===== config.mk =====
export PLATFORM = sky130hd
export DESIGN_NAME = c2s_front
export DESIGN_NICKNAME = d
export VERILOG_FILES = /design/src/design/cartesian_to_spherical_defines.svh /design/src/design/c2s_pkg.sv /design/src/design/c2s_front.sv
export SDC_FILE = /design/constraint.sdc
export NUM_CORES = 2
export LEC_CHECK = 0
export ABC_AREA = 0
export BUFFER_PORTS_ARGS = -buffer_cell sky130_fd_sc_hd__buf_2
export CORE_ASPECT_RATIO = 0.5
export CORE_MARGIN = 2
export CORE_UTILIZATION = 30
export DETAILED_ROUTE_END_ITERATION = 8
export HOLD_SLACK_MARGIN = 0.03
export PLACE_DENSITY_LB_ADDON = 0.05
export SLEW_MARGIN = 40
export SYNTH_ARGS = -nofsm -noshare
export SYNTH_HDL_FRONTEND = slang
export SYNTH_SLANG_ARGS = --single-unit

===== constraint.sdc =====
create_clock -name clk -period 19.9 [get_ports clk]
set_input_delay 2.985 -clock clk [delete_from_list [all_inputs] [get_ports clk]]
set_output_delay 2.985 -clock clk [all_outputs]
set_load 0.02 [all_outputs]

===== src/design/cartesian_to_spherical_defines.svh =====
// ---------------------------------------------------------------------------
// cartesian_to_spherical_defines.svh
// Assertion macros used by the cartesian_to_spherical top module.
// ---------------------------------------------------------------------------
`ifndef CARTESIAN_TO_SPHERICAL_DEFINES_SVH
`define CARTESIAN_TO_SPHERICAL_DEFINES_SVH

// Same-cycle implication, checked out of reset
`define C2S_ASSERT(name, ante, cons, msg) \
    name: assert property (@(posedge clk) disable iff (!rst_n) (ante) |-> (cons)) else $error(msg);

// Next-cycle implication, checked out of reset
`define C2S_ASSERT_NEXT(name, ante, cons, msg) \
    name: assert property (@(posedge clk) disable iff (!rst_n) (ante) |=> (cons)) else $error(msg);

`endif


===== src/design/c2s_pkg.sv =====
// ---------------------------------------------------------------------------
// c2s_pkg
// Widths, angle table, stage types and the CORDIC step for the converter.
// ---------------------------------------------------------------------------
`default_nettype none

package c2s_pkg;

    // Coordinate and magnitude widths
    localparam int COORD_BITS   = 16;
    localparam int GUARD_BITS   = (COORD_BITS <= 24) ? 8 : (32 - COORD_BITS);
    localparam int MAG_BITS     = COORD_BITS + 1;
    localparam int SUM_BITS     = 2 * COORD_BITS;
    localparam int R_BITS       = COORD_BITS;
    localparam int RXY_BITS     = COORD_BITS + GUARD_BITS;
    localparam int RXY_RAD_BITS = 2 * RXY_BITS;
    localparam int SQ_STEPS     = RXY_BITS;

    // CORDIC datapath
    localparam int CORDIC_STEPS = 18;
    localparam int CW           = COORD_BITS + GUARD_BITS + 4;
    localparam int ANG_BITS     = 20;
    localparam int ACC_BITS     = ANG_BITS + 2;
    localparam int OUT_BITS     = 17;

    localparam logic [ANG_BITS-1:0] ANG_HALF_PI = ANG_BITS'(524288);
    localparam logic [OUT_BITS-1:0] ANG_PI_OUT  = OUT_BITS'(65536);

    // round(atan(2^-i) * 2^20 / pi)
    localparam logic [ANG_BITS-1:0] ATAN_TABLE [32] = '{
        20'd262144, 20'd154753, 20'd81767, 20'd41506, 20'd20834, 20'd10427,
        20'd5215, 20'd2608, 20'd1304, 20'd652, 20'd326, 20'd163, 20'd81,
        20'd41, 20'd20, 20'd10, 20'd5, 20'd3, 20'd1, 20'd1, 20'd0, 20'd0,
        20'd0, 20'd0, 20'd0, 20'd0, 20'd0, 20'd0, 20'd0, 20'd0, 20'd0, 20'd0
    };

    // Per-word flags that ride along the whole pipe
    typedef struct packed {
        logic x_neg;
        logic z_neg;
        logic zero_all;
        logic zero_xy;
    } tag_t;

    // Front end result: magnitudes and sums of squares
    typedef struct packed {
        tag_t                tag;
        logic [MAG_BITS-1:0] ax;
        logic [MAG_BITS-1:0] ay;
        logic [MAG_BITS-1:0] az;
        logic [SUM_BITS-1:0] s2;
        logic [SUM_BITS-1:0] s3;
    } front_t;

    // Square root result
    typedef struct packed {
        tag_t                tag;
        logic [MAG_BITS-1:0] ax;
        logic [MAG_BITS-1:0] ay;
        logic [MAG_BITS-1:0] az;
        logic [RXY_BITS-1:0] rxy;
        logic [R_BITS-1:0]   root;
        logic [R_BITS:0]     rem;
    } sq_t;

    // One vectoring lane
    typedef struct packed {
        logic [CW-1:0]       x;
        logic [CW-1:0]       y;
        logic [ACC_BITS-1:0] acc;
    } vec_t;

    // CORDIC result
    typedef struct packed {
        tag_t                tag;
        logic [R_BITS-1:0]   root;
        logic [R_BITS:0]     rem;
        logic [ACC_BITS-1:0] acc_pol;
        logic [ACC_BITS-1:0] acc_az;
    } co_t;

    // One vectoring iteration: rotate toward the x axis
    function automatic vec_t vec_step(vec_t v, int unsigned i);
        logic signed [CW-1:0]       xs;
        logic signed [CW-1:0]       ys;
        logic signed [CW-1:0]       dx;
        logic signed [CW-1:0]       dy;
        logic signed [ACC_BITS-1:0] as;
        logic signed [ACC_BITS-1:0] ang;
        vec_t                       r;
        xs  = $signed(v.x);
        ys  = $signed(v.y);
        as  = $signed(v.acc);
        dx  = ys >>> i;
        dy  = xs >>> i;
        ang = $signed({{(ACC_BITS-ANG_BITS){1'b0}}, ATAN_TABLE[i[4:0]]});
        if (ys > 0)
        begin
            r.x   = xs + dx;
            r.y   = ys - dy;
            r.acc = as + ang;
        end
        else
        begin
            r.x   = xs - dx;
            r.y   = ys + dy;
            r.acc = as - ang;
        end
        return r;
    endfunction

endpackage

`default_nettype wire


===== src/design/c2s_front.sv =====
// ---------------------------------------------------------------------------
// c2s_front
// Three stages: magnitudes and signs, squares, sums and zero flags.
// ---------------------------------------------------------------------------
`default_nettype none

module c2s_front
    import c2s_pkg::*;
(
    input  wire logic                  clk,
    input  wire logic                  rst_n,
    input  wire logic                  in_valid,
    input  wire logic [COORD_BITS-1:0] coord_x,
    input  wire logic [COORD_BITS-1:0] coord_y,
    input  wire logic [COORD_BITS-1:0] coord_z,
    output logic                       out_valid,
    output front_t                     out_data
);

    logic                  va_reg, vb_reg, vc_reg;
    logic                  xn_a_reg, zn_a_reg, xn_b_reg, zn_b_reg;
    logic [MAG_BITS-1:0]   ax_a_reg, ay_a_reg, az_a_reg;
    logic [MAG_BITS-1:0]   ax_b_reg, ay_b_reg, az_b_reg;
    logic [SUM_BITS-1:0]   sx_reg, sy_reg, sz_reg;
    logic [MAG_BITS-1:0]   ax_next, ay_next, az_next;
    logic [2*MAG_BITS-1:0] px, py, pz;
    logic [SUM_BITS-1:0]   s2_next, s3_next;
    front_t                data_reg, data_next;

    // Valid bits
    always_ff @(posedge clk or negedge rst_n)
    begin
        if (!rst_n)
        begin
            va_reg <= 1'b0;
            vb_reg <= 1'b0;
            vc_reg <= 1'b0;
        end
        else
        begin
            va_reg <= in_valid;
            vb_reg <= va_reg;
            vc_reg <= vb_reg;
        end
    end

    // Stage A: absolute values
    always_comb
    begin
        ax_next = coord_x[COORD_BITS-1] ? -{coord_x[COORD_BITS-1], coord_x}
                                        : {1'b0, coord_x};
        ay_next = coord_y[COORD_BITS-1] ? -{coord_y[COORD_BITS-1], coord_y}
                                        : {1'b0, coord_y};
        az_next = coord_z[COORD_BITS-1] ? -{coord_z[COORD_BITS-1], coord_z}
                                        : {1'b0, coord_z};
    end

    // Stage B: squares (magnitude squared always fits SUM_BITS)
    always_comb
    begin
        px = ax_a_reg * ax_a_reg;
        py = ay_a_reg * ay_a_reg;
        pz = az_a_reg * az_a_reg;
    end

    // Stage C: sums and special-case flags
    always_comb
    begin
        s2_next                = sx_reg + sy_reg;
        s3_next                = s2_next + sz_reg;
        data_next.tag.x_neg    = xn_b_reg;
        data_next.tag.z_neg    = zn_b_reg;
        data_next.tag.zero_all = (s3_next == '0);
        data_next.tag.zero_xy  = (s2_next == '0);
        data_next.ax           = ax_b_reg;
        data_next.ay           = ay_b_reg;
        data_next.az           = az_b_reg;
        data_next.s2           = s2_next;
        data_next.s3           = s3_next;
    end

    always_ff @(posedge clk)
    begin
        ax_a_reg <= ax_next;
        ay_a_reg <= ay_next;
        az_a_reg <= az_next;
        xn_a_reg <= coord_x[COORD_BITS-1];
        zn_a_reg <= coord_z[COORD_BITS-1];
        sx_reg   <= px[SUM_BITS-1:0];
        sy_reg   <= py[SUM_BITS-1:0];
        sz_reg   <= pz[SUM_BITS-1:0];
        ax_b_reg <= ax_a_reg;
        ay_b_reg <= ay_a_reg;
        az_b_reg <= az_a_reg;
        xn_b_reg <= xn_a_reg;
        zn_b_reg <= zn_a_reg;
        data_reg <= data_next;
    end

    assign out_valid = vc_reg;
    assign out_data  = data_reg;

endmodule

`default_nettype wire


==> impl_metrics.json <==
{
  "vias": 23080,
  "grt-ovfl-total": 0,
  "clock-sinks": 318,
  "synth_edf_count": 0,
  "drt-total-wl_um": 86100,
  "netlist_area_um2": 34070,
  "postLayoutSetupSlackWorst_ps": 12550,
  "antenna_cells": 0,
  "synth_seq_area_share": 0.1873,
  "min_to": "out_data[113]",
  "yosysWarnings": 0,
  "cap_violations": 0,
  "synthCells": 3558,
  "place_area_um2": 36760,
  "clk_path_buf_depth": 3,
  "io_buffer_count": 170,
  "ys_ff_latch": 318,
  "finalClockSkew_ps": 26.76,
  "cp.required_ps": 20390,
  "clk_pin_slew_ps": 70,
  "core_region_area_um2": 112700,
  "synth_most_common_cell": "inv_1",
  "final_cell_area_um2": 38070,
  "instances_no_fill": 5259,
  "min_path_type": "reg -> reg",
  "area_growth_pct": 11.73,
  "first_pass_iters": 4,
  "antenna_found_initial": 5,
  "start_util": 0.3024,
  "cts-root-buf": "clkbuf_16",
  "cts_tree": "yes",
  "crit_arrival_ps": 7840,
  "worst_pin_slew_ps": 890.3,
  "ys_types": 75,
  "synth.avg_cell_area_um2": 9.575,
  "io_pins": 171,
  "gp_congestion": 0.8100,
  "min-delay-start": "ax_b_reg[15]",
  "final_antenna_net_count": 0,
  "fillers": 11650,
  "drc": 0,
  "die_h_um": 242.3,
  "pre_cts_slack_ps": 12500,
  "synth_flop_cell": "dfxtp_1",
  "dpl.hpwl_um": 71370,
  "grt_pass1_vias": 25080,
  "cts_resized": 0,
  "drive_gt1_frac": 0.08382,
  "numCtsBuffers": 37,
  "finalCritPeriodShare": 0.3692,
  "end_kind": "register",
  "critPathKind": "reg -> reg",
  "rsz0062_at_grt": "false",
  "yosysTopAreaCellShare": 0.3355,
  "grt_max_degree": 21,
  "r2r-end": "sx_reg[31]",
  "htree_levels": 2,
  "async_reset_ff_frac": 0.009434,
  "hold_viol": 0,
  "rows": 87,
  "final_nets": 4711,
  "worstSetupStartpointType": "register",
  "synthTopCellsByArea": "fa_1, dfxtp_1, ha_1",
  "whs_path_depth": 0,
  "holdBufCountCts": 0,
  "drtIter0Drc": 853,
  "fmax_mhz": 136.1,
  "r2r_start": "ax_a_reg[3]",
  "grt_pass1_wl_um": 139900,
  "dieArea_um2": 116400,
  "slew_headroom": 0.4045,
  "synthTopCellsByCount": "inv_1, fa_1, ha_1",
  "cts_setup_buffers": 0,
  "status": "complete, no violations",
  "critical_path.max_fanout": 18,
  "finalMaxSlewViolations": 0,
  "synth_area_leader_cell": "fa_1",
  "ff2ff_path_depth": 19,
  "grt_usage": 0.1538,
  "clk_latency_ps": 620,
  "fp.dieW_um": 480.6,
  "setup_viol": 0,
  "largest_reg_flops": 119,
  "min_period_ps": 7346,
  "viasPerCell": 4.388,
  "wl_per_cell_um": 16.37,
  "tns_ps": 0,
  "dp.cells": 5193,
  "rrSetupSlack_ps": 12550
}
[critical path, cell delays in order (launching register included)]
cell and delay (ps):
dfxtp_1 820, nand2_1 250, fa_1 560, inv_1 50, fa_1 440, fa_1 560
inv_1 60, fa_1 550, fa_1 430, fa_1 490, inv_1 40, ha_1 220
o41ai_1 760, o21a_1 310, o21ai_0 180, o41ai_2 660, o21ai_0 200, a21o_1 240
a221oi_1 310, xnor2_1 110
[cells by family (layout without fill, tap and decap cells)]
family	count (synthesis)	count (layout)	synth area share
muxes	3	3	0.0009915
AOI/OAI and AO/OA	386	386	0.07323
buffers and inverters	947	1133	0.1046
other	1	3	0.0001101
and+or+nand+nor	748	748	0.1073
xor gates and xnor gates	214	214	0.05501
adders and majority gates	941	941	0.4714
DFF	318	318	0.1873
[layout make-up]
| cell class | count | area (um^2) | area share |
|---|---|---|---|
| inverter | 878 | 3296 | 0.08658 |
| sequential | 318 | 6409 | 0.1684 |
| clock inverter | 26 | 325.3 | 0.008546 |
| timing repair buffer | 189 | 993.5 | 0.02610 |
| tap | 1513 | 1893 | 0.04973 |
| clock buffer | 40 | 968.4 | 0.02544 |
| multi-input combinational | 2295 | 24180 | 0.6353 |
[worst max path at each step]
stage	startpoint	end	slack, ps
global route	ax_a_reg[3]	sx_reg[31]	12090
floorplan	az_a_reg[7]	sz_reg[30]	13370
global placement	ax_a_reg[4]	sx_reg[31]	12160
CTS	ax_a_reg[4]	sx_reg[31]	12500
detailed placement	ax_a_reg[4]	sx_reg[31]	12500
finish	ax_a_reg[3]	sx_reg[31]	12550
[stage by stage]
| stage | hold slack, ps | utilization |
|---|---|---|
| finish | 323.2 | 0.3379 |
| global route | 332.8 | 0.3379 |
| detailed placement | 312.1 | 0.3263 |
| CTS | 326.0 | 0.3378 |
| global placement | 310.6 | 0.3257 |
| floorplan | 309.6 | - |
[cell usage in the layout, fill, tap and decap left out, drive strengths merged, types with 5 or more instances in the layout]
cell type,synthesis,final
xnor2,169,169
and2,143,143
inv,878,889
nor2,106,106
nor4,15,15
nand2b,26,26
or2,13,13
nor3,25,25
nor2b,21,21
xor2,45,45
dfxtp,315,315
and3,24,24
o41ai,11,11
fa,571,571
nand3,35,35
a2111oi,9,9
a21oi,105,105
o21ai,84,84
nand2,298,298
ha,370,370
nand4,13,13
o21bai,21,21
a211oi,14,14
a31oi,16,16
o31ai,16,16
o211ai,5,5
buf,2,189
clkbuf,67,40
a21o,53,53
o21a,11,11
or3,8,8
a21boi,6,6
clkinv,0,7
or4,7,7
[per-layer routing]
layer | vias to the layer above | wire length, um | global-route usage | share of wire
met5 | - | 0 | 0 | 0
met2 | 200 | 40340 | 0.2515 | 0.47
met3 | 60 | 2987 | 0.02504 | 0.035
met1 | 11570 | 41400 | 0.2146 | 0.48
met4 | 0 | 1361 | 0.02904 | 0.016
li1 | 11250 | - | - | -
Power is not shown: default switching activity piles up to over one toggle a cycle in this logic, so the estimate is an artifact.
