File: src/design/cartesian_to_spherical_defines.svh
// ---------------------------------------------------------------------------
// cartesian_to_spherical_defines.svh
// Assertion macros used by the cartesian_to_spherical top module.
// ---------------------------------------------------------------------------
`ifndef CARTESIAN_TO_SPHERICAL_DEFINES_SVH
`define CARTESIAN_TO_SPHERICAL_DEFINES_SVH

// Same-cycle implication, checked out of reset
`define C2S_ASSERT(name, ante, cons, msg) \
    name: assert property (@(posedge clk) disable iff (!rst_n) (ante) |-> (cons)) else $error(msg);

// Next-cycle implication, checked out of reset
`define C2S_ASSERT_NEXT(name, ante, cons, msg) \
    name: assert property (@(posedge clk) disable iff (!rst_n) (ante) |=> (cons)) else $error(msg);

`endif

File: src/design/c2s_pkg.sv
// ---------------------------------------------------------------------------
// c2s_pkg
// Widths, angle table, stage types and the CORDIC step for the converter.
// ---------------------------------------------------------------------------
`default_nettype none

package c2s_pkg;

    // Coordinate and magnitude widths
    localparam int COORD_BITS   = 16;
    localparam int GUARD_BITS   = (COORD_BITS <= 24) ? 8 : (32 - COORD_BITS);
    localparam int MAG_BITS     = COORD_BITS + 1;
    localparam int SUM_BITS     = 2 * COORD_BITS;
    localparam int R_BITS       = COORD_BITS;
    localparam int RXY_BITS     = COORD_BITS + GUARD_BITS;
    localparam int RXY_RAD_BITS = 2 * RXY_BITS;
    localparam int SQ_STEPS     = RXY_BITS;

    // CORDIC datapath
    localparam int CORDIC_STEPS = 18;
    localparam int CW           = COORD_BITS + GUARD_BITS + 4;
    localparam int ANG_BITS     = 20;
    localparam int ACC_BITS     = ANG_BITS + 2;
    localparam int OUT_BITS     = 17;

    localparam logic [ANG_BITS-1:0] ANG_HALF_PI = ANG_BITS'(524288);
    localparam logic [OUT_BITS-1:0] ANG_PI_OUT  = OUT_BITS'(65536);

    // round(atan(2^-i) * 2^20 / pi)
    localparam logic [ANG_BITS-1:0] ATAN_TABLE [32] = '{
        20'd262144, 20'd154753, 20'd81767, 20'd41506, 20'd20834, 20'd10427,
        20'd5215, 20'd2608, 20'd1304, 20'd652, 20'd326, 20'd163, 20'd81,
        20'd41, 20'd20, 20'd10, 20'd5, 20'd3, 20'd1, 20'd1, 20'd0, 20'd0,
        20'd0, 20'd0, 20'd0, 20'd0, 20'd0, 20'd0, 20'd0, 20'd0, 20'd0, 20'd0
    };

    // Per-word flags that ride along the whole pipe
    typedef struct packed {
        logic x_neg;
        logic z_neg;
        logic zero_all;
        logic zero_xy;
    } tag_t;

    // Front end result: magnitudes and sums of squares
    typedef struct packed {
        tag_t                tag;
        logic [MAG_BITS-1:0] ax;
        logic [MAG_BITS-1:0] ay;
        logic [MAG_BITS-1:0] az;
        logic [SUM_BITS-1:0] s2;
        logic [SUM_BITS-1:0] s3;
    } front_t;

    // Square root result
    typedef struct packed {
        tag_t                tag;
        logic [MAG_BITS-1:0] ax;
        logic [MAG_BITS-1:0] ay;
        logic [MAG_BITS-1:0] az;
        logic [RXY_BITS-1:0] rxy;
        logic [R_BITS-1:0]   root;
        logic [R_BITS:0]     rem;
    } sq_t;

    // One vectoring lane
    typedef struct packed {
        logic [CW-1:0]       x;
        logic [CW-1:0]       y;
        logic [ACC_BITS-1:0] acc;
    } vec_t;

    // CORDIC result
    typedef struct packed {
        tag_t                tag;
        logic [R_BITS-1:0]   root;
        logic [R_BITS:0]     rem;
        logic [ACC_BITS-1:0] acc_pol;
        logic [ACC_BITS-1:0] acc_az;
    } co_t;

    // One vectoring iteration: rotate toward the x axis
    function automatic vec_t vec_step(vec_t v, int unsigned i);
        logic signed [CW-1:0]       xs;
        logic signed [CW-1:0]       ys;
        logic signed [CW-1:0]       dx;
        logic signed [CW-1:0]       dy;
        logic signed [ACC_BITS-1:0] as;
        logic signed [ACC_BITS-1:0] ang;
        vec_t                       r;
        xs  = $signed(v.x);
        ys  = $signed(v.y);
        as  = $signed(v.acc);
        dx  = ys >>> i;
        dy  = xs >>> i;
        ang = $signed({{(ACC_BITS-ANG_BITS){1'b0}}, ATAN_TABLE[i[4:0]]});
        if (ys > 0)
        begin
            r.x   = xs + dx;
            r.y   = ys - dy;
            r.acc = as + ang;
        end
        else
        begin
            r.x   = xs - dx;
            r.y   = ys + dy;
            r.acc = as - ang;
        end
        return r;
    endfunction

endpackage

`default_nettype wire

File: src/design/c2s_sqrt.sv
// ---------------------------------------------------------------------------
// c2s_sqrt
// Bit-per-stage integer square roots: xy length and full radius in parallel.
// ---------------------------------------------------------------------------
`default_nettype none

module c2s_sqrt
    import c2s_pkg::*;
(
    input  wire logic   clk,
    input  wire logic   rst_n,
    input  wire logic   in_valid,
    input  wire front_t in_data,
    output logic        out_valid,
    output sq_t         out_data
);

    typedef struct packed {
        tag_t                    tag;
        logic [MAG_BITS-1:0]     ax;
        logic [MAG_BITS-1:0]     ay;
        logic [MAG_BITS-1:0]     az;
        logic [RXY_RAD_BITS-1:0] rem_xy;
        logic [RXY_BITS-1:0]     q_xy;
        logic [SUM_BITS-1:0]     rem_r;
        logic [R_BITS-1:0]       q_r;
    } sq_stage_t;

    logic      valid_reg [SQ_STEPS];
    sq_stage_t stage_reg [SQ_STEPS];
    sq_stage_t first;

    // Radicands: s2 with guard bits for the xy length, s3 for the radius
    always_comb
    begin
        first.tag    = in_data.tag;
        first.ax     = in_data.ax;
        first.ay     = in_data.ay;
        first.az     = in_data.az;
        first.rem_xy = {in_data.s2, {(2*GUARD_BITS){1'b0}}};
        first.q_xy   = '0;
        first.rem_r  = in_data.s3;
        first.q_r    = '0;
    end

    for (genvar j = 0; j < SQ_STEPS; j++)
    begin : g_step
        localparam int BX = RXY_BITS - 1 - j;
        localparam int BR = (j < R_BITS) ? (R_BITS - 1 - j) : 0;

        sq_stage_t               cur;
        sq_stage_t               stage_next;
        logic                    cur_valid;
        logic [RXY_RAD_BITS-1:0] trial_xy;
        logic [SUM_BITS-1:0]     trial_r;

        if (j == 0)
        begin : g_in
            assign cur       = first;
            assign cur_valid = in_valid;
        end
        else
        begin : g_chain
            assign cur       = stage_reg[j-1];
            assign cur_valid = valid_reg[j-1];
        end

        // Try one root bit: (q + 2^b)^2 - q^2 = q*2^(b+1) + 2^(2b)
        always_comb
        begin
            stage_next = cur;
            trial_xy   = ({{RXY_BITS{1'b0}}, cur.q_xy} << (BX + 1))
                       | (RXY_RAD_BITS'(1) << (2 * BX));
            trial_r    = ({{R_BITS{1'b0}}, cur.q_r} << (BR + 1))
                       | (SUM_BITS'(1) << (2 * BR));
            if (cur.rem_xy >= trial_xy)
            begin
                stage_next.rem_xy = cur.rem_xy - trial_xy;
                stage_next.q_xy   = cur.q_xy | (RXY_BITS'(1) << BX);
            end
            if (j < R_BITS)
            begin
                if (cur.rem_r >= trial_r)
                begin
                    stage_next.rem_r = cur.rem_r - trial_r;
                    stage_next.q_r   = cur.q_r | (R_BITS'(1) << BR);
                end
            end
        end

        always_ff @(posedge clk or negedge rst_n)
        begin
            if (!rst_n)
                valid_reg[j] <= 1'b0;
            else
                valid_reg[j] <= cur_valid;
        end

        always_ff @(posedge clk)
        begin
            stage_reg[j] <= stage_next;
        end
    end

    // Remainder of the radius root is at most 2*root
    always_comb
    begin
        out_data.tag  = stage_reg[SQ_STEPS-1].tag;
        out_data.ax   = stage_reg[SQ_STEPS-1].ax;
        out_data.ay   = stage_reg[SQ_STEPS-1].ay;
        out_data.az   = stage_reg[SQ_STEPS-1].az;
        out_data.rxy  = stage_reg[SQ_STEPS-1].q_xy;
        out_data.root = stage_reg[SQ_STEPS-1].q_r;
        out_data.rem  = stage_reg[SQ_STEPS-1].rem_r[R_BITS:0];
    end

    assign out_valid = valid_reg[SQ_STEPS-1];

endmodule

`default_nettype wire

File: config.mk
export PLATFORM = sky130hd
export DESIGN_NAME = c2s_sqrt
export DESIGN_NICKNAME = d
export VERILOG_FILES = /design/src/design/cartesian_to_spherical_defines.svh /design/src/design/c2s_pkg.sv /design/src/design/c2s_sqrt.sv
export SDC_FILE = /design/constraint.sdc
export NUM_CORES = 2
export LEC_CHECK = 0
export ABC_AREA = 1
export BUFFER_PORTS_ARGS = -buffer_cell sky130_fd_sc_hd__buf_4
export CORE_ASPECT_RATIO = 1.75
export CORE_MARGIN = 2
export CORE_UTILIZATION = 30
export DETAILED_ROUTE_END_ITERATION = 16
export PLACE_DENSITY_LB_ADDON = 0.15
export REMOVE_ABC_BUFFERS = 1
export SLEW_MARGIN = 0
export SYNTH_ARGS = -nofsm -noshare
export SYNTH_HDL_FRONTEND = slang
export SYNTH_MEMORY_MAX_BITS = 65536
export SYNTH_SLANG_ARGS = --single-unit
File: constraint.sdc
create_clock -name clk -period 3 [get_ports clk]
set_clock_uncertainty 0.15 [all_clocks]
set_input_delay 0.15 -clock clk [delete_from_list [all_inputs] [get_ports clk]]
set_output_delay 0.15 -clock clk [all_outputs]
set_load 0.05 [all_outputs]
==> key figures <==
Clock tree
  • CTS Root Cell: clkbuf_16
  • Htree depth: 5
  • Clock transition at the registers of the reported paths: 0.06 ns
  • Clock buffer depth: 4
  • TritonCTS Sinks: 3,333
  • Worst skew pair latency: 0.91 ns
  • CTS tree: yes
  • Cts bufs inserted: 328

Pwr
  • Max VDD drop: 0.616 mV
  • Sequential share of power: 0.421
  • Sw frac: 0.354
  • Leakage power: 63.8 nW
  • Power Density: between 1000 and 1500 nW/um^2
  • Comb pwr share: 0.278
  • Clock power share: 0.301
  • P_int: approximately 0.090 W
  • Sw Pwr: 0.0494 W

Global route
  • Largest net degree at the start of global routing: 56
  • Global-route wire length before repair: 503 mm
  • Vias in the first global route: 87,200
  • GRT overflow: 0
  • Tot GR Track Use: 0.173
  • Number of antenna violations at the first check in global routing: 22

Worst setup path
  • FF-to-FF path depth: 10
  • Required time of the critical path: 3.65 ns
  • Reg2reg start: stage_reg[2][945]
  • Critical path endpoint category: register
  • Crit path launch type: register
  • R2R Path End: stage_reg[2][1164]
  • R2r setup slk: 0.10 ns
  • Critical path startpoint: stage_reg[2][945]
  • Setup CP Type: reg -> reg
  • CP Max Fanout: 5
  • Worst EP arrival: 3.55 ns

Logic synthesis
  • Synth Register Bits: 3,333
  • Avg Cell Area, Syn: 8.97 um^2
  • FFs w/ async S/R, synth: 0.00720
  • Ys flop type: dfxtp_1
  • Main area contributors after synthesis: dfxtp_1 (58%), nand2_1 (9.5%), inv_1 (5.2%)
  • Syn Inst Count: 12,700
  • Library cells used by synthesis: 63
  • Yosys top cell area share: 0.581
  • Synthesized cell area: 114,000 um^2
  • Total of warnings raised by yosys: 0
  • Seq/Total Area, Yosys: 0.586
  • Leading area contributor after synthesis: dfxtp_1
  • EDFF count, synth: 0

STA
  • Setup violators final: 0
  • Final hold vios: 0
  • Worst Tran Pin Value: 1.05 ns
  • Relative slew slack: 0.299
  • Final period util: 0.966
  • RSZ-0062 raised after global routing: no
  • Min Tclk post-route: 2.90 ns
  • Max Slew Vio Count: 0
  • Highest Clock Rate: around 350 MHz

Detailed routing
  • ANT nets after route: 0
  • Vias per cell: 4.34
  • DRT Wirelength: around 340 mm
  • Vias post-DR: 82,500
  • Average wire per standard cell: 17.9 um
  • DRT Pass-1 Iters: 8
  • Iter 0 DRT Violations: approximately 3,000
  • DRC Markers: 0

Place
  • GPL Wtd Cong: ~0.94
  • HPWL after DPL: 276 mm
  • Area after DPL: 123,000 um^2
  • PortBufs: 234
  • Inst Count DP: between 15,000 and 20,000

Die
  • Ports: 235
  • Row count: 299
  • Core area: 379,000 um^2
  • Die width: 470 um
  • Die area: 385,000 um^2
  • Initial Util: 0.301
  • Die Ht: 819 um

Finish
  • Fill count: between 30,000 and 40,000
  • Fin nets: 14,300
  • Final Cell Area: 137,000 um^2
  • Syn-to-layout area delta: 20.2%
  • Post-Layout Cell Count: 19,000
  • Layout cells sized above 1: 0.0968
  • Largest register FFs: 3,309

Min path
  • Hold path endpoint: stage_reg[1][687]
  • Min-delay worst type: reg -> reg
  • Hold Crit Depth: 0
  • Min-delay src: stage_reg[1][512]

Job
  • MaxCap Viol Count: 0

Run status
  • Run status: finished, final reports clean
cell usage in the layout, fill, tap and decap left out, types with 246 or more instances in the layout:
master,count
inv_1,1592
nand3_1,584
buf_4,453
o21ai_0,359
ha_1,458
nor2_1,1161
dfxtp_1,3309
nand2_1,2883
dlygate4sd3_1,246
nand4_1,247
clkbuf_16,331
a21oi_1,580
logic make-up after synthesis:
| group | synth area share |
|---|---|
| adder cells (fa/ha/maj) | 0.0516 |
| flip-flops | 0.586 |
| AO/OA/AOI/OAI | 0.0655 |
| XOR/XNOR | 0.0317 |
| buffers and inverters | 0.0607 |
| AND/OR/NAND/NOR | 0.204 |
metrics by stage:
| stage | power, W | setup TNS [ns] | hold WS, ns | utilization | setup WS [ns] |
|---|---|---|---|---|---|
| global placement | 0.0986 | -6.36 | -0.0926 | 0.325 | -0.569 |
| finish | 0.140 | 0 | 0.112 | 0.362 | 0.103 |
| CTS | 0.142 | 0 | 0.0281 | 0.361 | 0.0390 |
| detailed placement | 0.0985 | 0 | -0.0835 | 0.325 | 0.0168 |
| floorplan | 0.0835 | 0 | -0.296 | - | 0.287 |
| global route | 0.149 | 0 | 0.106 | 0.362 | 0.0105 |
final cells by class:
type                            count  area [um^2]  area share
Timing Repair Buffer              715         6190      0.0452
Multi-Input combinational cell   7652        40200       0.294
Tap cell                         4966         6210      0.0453
Antenna cell                      124          310     0.00226
Sequential cell                  3333        66800       0.488
Inverter                         1634         6150      0.0449
Clock buffer                      443         9320      0.0680
Clock inverter                    142         1760      0.0128
metal layers:
metal,GRT usage,share of wire,up-vias
met3,0.0221,0.026,1107
met2,0.369,0.58,1630
li1,-,-,42500
met1,0.124,0.28,37300
met5,0,0,-
met4,0.165,0.11,0
power groups by stage:
stage / clock network, W / registers [W] / logic [W]
finish: 0.0421 / 0.0588 / 0.0388
global route: 0.0455 / 0.0596 / 0.0434
CTS: 0.0439 / 0.0589 / 0.0390
detailed placement: 0 / 0.0599 / 0.0387
global placement: 0 / 0.0599 / 0.0387
floorplan: 0 / 0.0572 / 0.0263
timing repair:
item | in CTS | in global routing
hold endpoints to repair | 146 | 0
hold buffers | 246 | 0
gates cloned | 0 | 1
resized for setup | 1 | 4
setup buffers | 0 | 0
endpoints found under the setup margin | 1 | 39
synthesized netlist by cell type, drive strengths merged, types with 24 or more instances:
master     n
nor3     175
nand3b    70
xor2     206
dfrtp     24
inv     1633
or2       63
o21bai    31
dfxtp   3309
a21oi    644
a21o      28
xnor2    207
buf       94
nor4      81
nand2   2936
nand4    251
nand3    605
o21ai    565
nor2    1208
ha       459
worst max path at each step:
stage,end,slack (ns),depth (start not counted)
6_report,stage_reg[2][1164],0.10,10
4_1_cts,stage_reg[2][1156],0.04,14
3_5_place_dp,stage_reg[1][119],0.02,8
5_1_grt,stage_reg[2][969],0.01,10
2_1_floorplan,stage_reg[1][387],0.29,10
3_3_place_gp,stage_reg[1][119],-0.57,9
worst max-delay path: stages (launching register included):
cell and delay (ns):
dfxtp_1 0.34, inv_1 0.05, ha_1 0.35, nand2_1 0.16
inv_1 0.06, a21oi_1 0.40, o21ai_0 0.43, a21oi_1 0.58
nand3_1 0.13, nand2_1 0.09, a21oi_1 0.05
Power figures use the tool's default switching activity.
